`config.mk`:
```
export PLATFORM = sky130hd
export DESIGN_NAME = sag_gen_mem
export DESIGN_NICKNAME = d
export VERILOG_FILES = /design/src/sv/sag_gen_mem.sv
export SDC_FILE = /design/constraint.sdc
export NUM_CORES = 2
export LEC_CHECK = 0
export BUFFER_PORTS_ARGS = -buffer_cell sky130_fd_sc_hd__buf_2
export CORE_UTILIZATION = 65
export CTS_CLUSTER_DIAMETER = 150
export DETAILED_ROUTE_END_ITERATION = 10
export PLACE_DENSITY_LB_ADDON = 0.12
export SLEW_MARGIN = 20
export SYNTH_ARGS = -nofsm -noshare
export SYNTH_HDL_FRONTEND = slang
export SYNTH_SLANG_ARGS = --single-unit
```
`constraint.sdc`:
```
create_clock -name aclk -period 5.3 [get_ports aclk]
set_clock_uncertainty 0.05 [all_clocks]
set_input_delay 0.795 -clock aclk [delete_from_list [all_inputs] [get_ports aclk]]
set_output_delay 0.795 -clock aclk [all_outputs]
set_load 0.005 [all_outputs]
```
`src/sv/sag_gen_mem.sv`:
```
// Generation count memory: one write port, one registered read port.
// Per-entry valid bits give the reset contents (entry 0 reads 1, others 0).
module sag_gen_mem #(
    parameter int DEPTH  = 256,
    parameter int ADDR_W = 8,
    parameter int DATA_W = 8
) (
    input  logic              aclk,
    input  logic              aresetn,
    input  logic              rd_en,
    input  logic [ADDR_W-1:0] rd_addr,
    input  logic              wr_en,
    input  logic [ADDR_W-1:0] wr_addr,
    input  logic [DATA_W-1:0] wr_data,
    output logic [DATA_W-1:0] rd_data
);

    logic [DATA_W-1:0] mem [DEPTH];
    logic [DEPTH-1:0]  written_reg;
    logic [DATA_W-1:0] rd_raw_reg;
    logic              rd_written_reg;
    logic              rd_zero_reg;

    // Storage array, no reset
    always_ff @(posedge aclk) begin
        if (wr_en) begin
            mem[wr_addr] <= wr_data;
        end
        if (rd_en) begin
            rd_raw_reg <= mem[rd_addr];
        end
    end

    // Written marks and read-side tags
    always_ff @(posedge aclk) begin
        if (!aresetn) begin
            written_reg    <= '0;
            rd_written_reg <= 1'b0;
            rd_zero_reg    <= 1'b0;
        end else begin
            if (wr_en) begin
                written_reg[wr_addr] <= 1'b1;
            end
            if (rd_en) begin
                rd_written_reg <= written_reg[rd_addr];
                rd_zero_reg    <= (rd_addr == '0);
            end
        end
    end

    // Unwritten entries show their reset value
    always_comb begin
        if (rd_written_reg) begin
            rd_data = rd_raw_reg;
        end else if (rd_zero_reg) begin
            rd_data = DATA_W'(1);
        end else begin
            rd_data = '0;
        end
    end

endmodule

```
==> run_results.csv <==
group,metric,value,unit
place,place_hpwl,144,mm
logic_synthesis,synth_nets,4386,
grt,track_usage,33.8,%
clock_network,postCtsHoldBufs,0,
logic_synthesis,synth.area.top_cells,"edfxtp_1 69%, mux4_2 15%, dfxtp_1 5.8%",
status,status,"completed",
die,dieArea,139000,um^2
logic_synthesis,ys_warn_count,0,
timing,tightest_slew,1.20,ns
layout,regArea,66900,um^2
grt,grt_pass1_vias,45200,
setup_path,critPathCaptureType,"flop",
place,dp.cells,6120,
setup_path,critPathArrivalTime,4.32,ns
die,io_pins,36,
timing,period_share,71.2,%
die,core,136000,um^2
timing,drv_slew,0,
routing,drc_errors,0,
power,peakVddDrop,0.000438,V
logic_synthesis,synthesis.area,89500,um^2
logic_synthesis,yosysSeqAreaShare,74.7,%
timing,setup_viol,0,
timing,finalHoldViolCount,0,
worst_hold_path,hp-start,"written_reg[71]",
routing,wire_per_inst,35.5,um
grt,grt_pass1_wl,331,mm
logic_synthesis,synth_cell_types,61,
worst_hold_path,hp-class,"reg -> reg",
setup_path,worst-setup-path-type,"in -> reg",
setup_path,critPathLaunchType,"input port",
setup_path,crit_required,5.85,ns
layout,multi_input_area,21100,um^2
layout,area_growth,11.3,%
die,initial_core_util,65.8,%
timing,slew_headroom,19.9,%
grt,grt_start_max_net_pins,158,
clock_network,cts_tree,"done",
clock_network,root_buffer,"clkbuf_16",
clock_network,post_cts_resized,0,
clock_network,cts.sinks,2314,
clock_network,clockBufferDepth,3,
setup_path,rr_startpoint,"mem[119][3]",
setup_path,cp-startpoint,"rd_addr[0]",
timing,max_freq,265,MHz
layout,nets,4586,
logic_synthesis,yosysTopAreaCell,"edfxtp_1",
timing,period_minus_slack,3.77,ns
power,p_per_area,373,nW/um^2
layout,nFillCells,7769,
grt,antenna_found_initial,10,
logic_synthesis,synth_area_per_cell,20.5,um^2
logic_synthesis,synth_edf_count,2056,
layout,drive_above_1_share,25.8,%
setup_path,crit_path_frequent_cell,"mux4_2",
clock_network,htreeDepth,4,
layout,design_area,99600,um^2
setup_path,max_stage_delay,0.82,ns
layout,largest_reg_flops,2048,
worst_hold_path,hold_depth,1,
logic_synthesis,async_flop_share,0,%
setup_path,crit_chain,"buf_8, buf_12, buf_4, mux4_2, mux4_2, a211oi_1, nor4_1, a32oi_1, nand2_1",
die,rows,135,
routing,drtIter0Drc,7054,
clock_network,clk_pin_slew,0.06,ns
setup_path,critPathSlowestCell,"a211oi_1",
setup_path,cp_max_fo,26,
logic_synthesis,syn-instance-count,4358,
clock_network,postCtsSetupBuffers,0,
logic_synthesis,yosys_register_bits,2314,
place,routabilityCongestion,0.919,
routing,ant_nets,0,
timing,rsz0062_at_grt,"false",
place,placed_cell_area,92500,um^2
place,pre_cts_ws,0.782,ns
timing,tns,0,ns
power,p_leak,0.0318,uW
setup_path,worstRegToRegCells,6,
layout,layout.cells.non_filler,6543,
timing,post-route-worst-setup-slack,1.53,ns
routing,vias_per_cell,7.09,
die,die_w,373,um
run,drv_cap,0,
clock_network,insertion_delay,0.84,ns
routing,num_vias,46400,
routing,wl,232,mm
clock_network,cts_buffers,217,
die,die_h,373,um
grt,overflow,0,
place,port_buffers,35,
routing,first_pass_iters,6,
logic_synthesis,synth_top_area_share,68.9,%
logic_synthesis,ys.flop_type,"edfxtp_1",
[final timing paths]
path | end | slack [ns]
worst max-delay path | rd_raw_reg[3] | 1.53
worst min-delay path | written_reg[71] | 0.41
worst max register to register | rd_raw_reg[3] | 2.16
worst min register to register | written_reg[71] | 0.41
[placed cells by master (no fill, tap or decap), drive strengths merged, types with 3 or more instances in the layout]
master    instances
a2111oi           4
a211oi           16
a21boi            3
a21oi            42
a221oi           17
a22o              4
a22oi            61
a31oi             9
a32oi             3
and2             12
buf             245
bufinv           14
clkbuf          320
clkinv           75
clkinvlp          3
dfxtp           258
diode            11
edfxtp         2056
inv              12
mux2             24
mux2i           132
mux4            605
nand2            91
nand2b           11
nand3            44
nand3b            4
nand4            15
nor2            289
nor2b            31
nor3              9
nor4              4
o2111ai           3
o211ai            8
o21a            257
o21ai            25
o221ai            6
o22ai            14
o311a             3
[layer usage]
metal	up-vias	part of all wire (%)	wire length, um	track usage (%)
met1	24400	37	86400	48.3
met4	8	4.0	9210	13.0
met3	542	12	27000	8.12
met5	-	0.025	58	0
li1	18400	-	-	-
met2	3027	47	109000	51.4
[cell families (layout without fill, tap and decap cells)]
family / after synthesis / after routing / synth area share [%]
flip-flops: 2314 / 2314 / 74.7
multiplexers: 761 / 761 / 17.0
AND/OR/NAND/NOR: 521 / 521 / 2.52
AO/OA/AOI/OAI: 486 / 486 / 3.96
buffers and inverters: 276 / 669 / 1.81
other: 0 / 11 / 0
[synthesized netlist by cell type, drive strengths merged, types with 4 or more instances]
master / n
dfxtp: 258
nand4: 15
nor4: 4
nand2b: 11
a221oi: 17
o22ai: 14
o21ai: 25
nand3b: 4
o211ai: 8
nand2: 91
a2111oi: 4
buf: 149
a211oi: 16
o21a: 257
a22oi: 61
nand3: 44
o221ai: 6
nor3: 9
nor2b: 31
mux2i: 132
mux2: 24
and2: 12
nor2: 289
a31oi: 9
mux4: 605
a22o: 4
a21oi: 42
clkbuf: 123
edfxtp: 2056
[worst max-delay path, delay by kind of cell]
family                 cells  cell delay (ns)
AO/OA/AOI/OAI              2             1.05
multiplexers               2             1.08
buffers and inverters      3             0.94
AND/OR/NAND/NOR            2             0.35
[power by group]
group	internal (uW)	total, uW	leakage [uW]	switching, uW
Combinational	664	1910	0.00777	1240
Sequential	19900	19900	0.0206	19.5
Clock	8720	15400	0.00348	6650
[cell type report]
| class | instances | share of cell area (%) |
|---|---|---|
| sequential | 2314 | 67.2 |
| multi-input combinational | 1768 | 21.1 |
| clock buffer | 312 | 6.15 |
| timing repair buffer | 253 | 2.31 |
| tap | 1781 | 2.24 |
| clock inverter | 100 | 0.963 |
| antenna | 11 | 0.0276 |
| inverter | 4 | 0.0188 |
[per-stage QoR]
step	total power, uW	hold slack (ns)	utilization, %
final	37200	0.411	73.2
after global routing	38000	0.406	73.2
after CTS	37200	0.389	73.1
after detailed placement	22200	0.398	67.9
after global placement	22100	0.390	67.9
after floorplan	21300	0.385	-
Power figures use the tool's default switching activity.
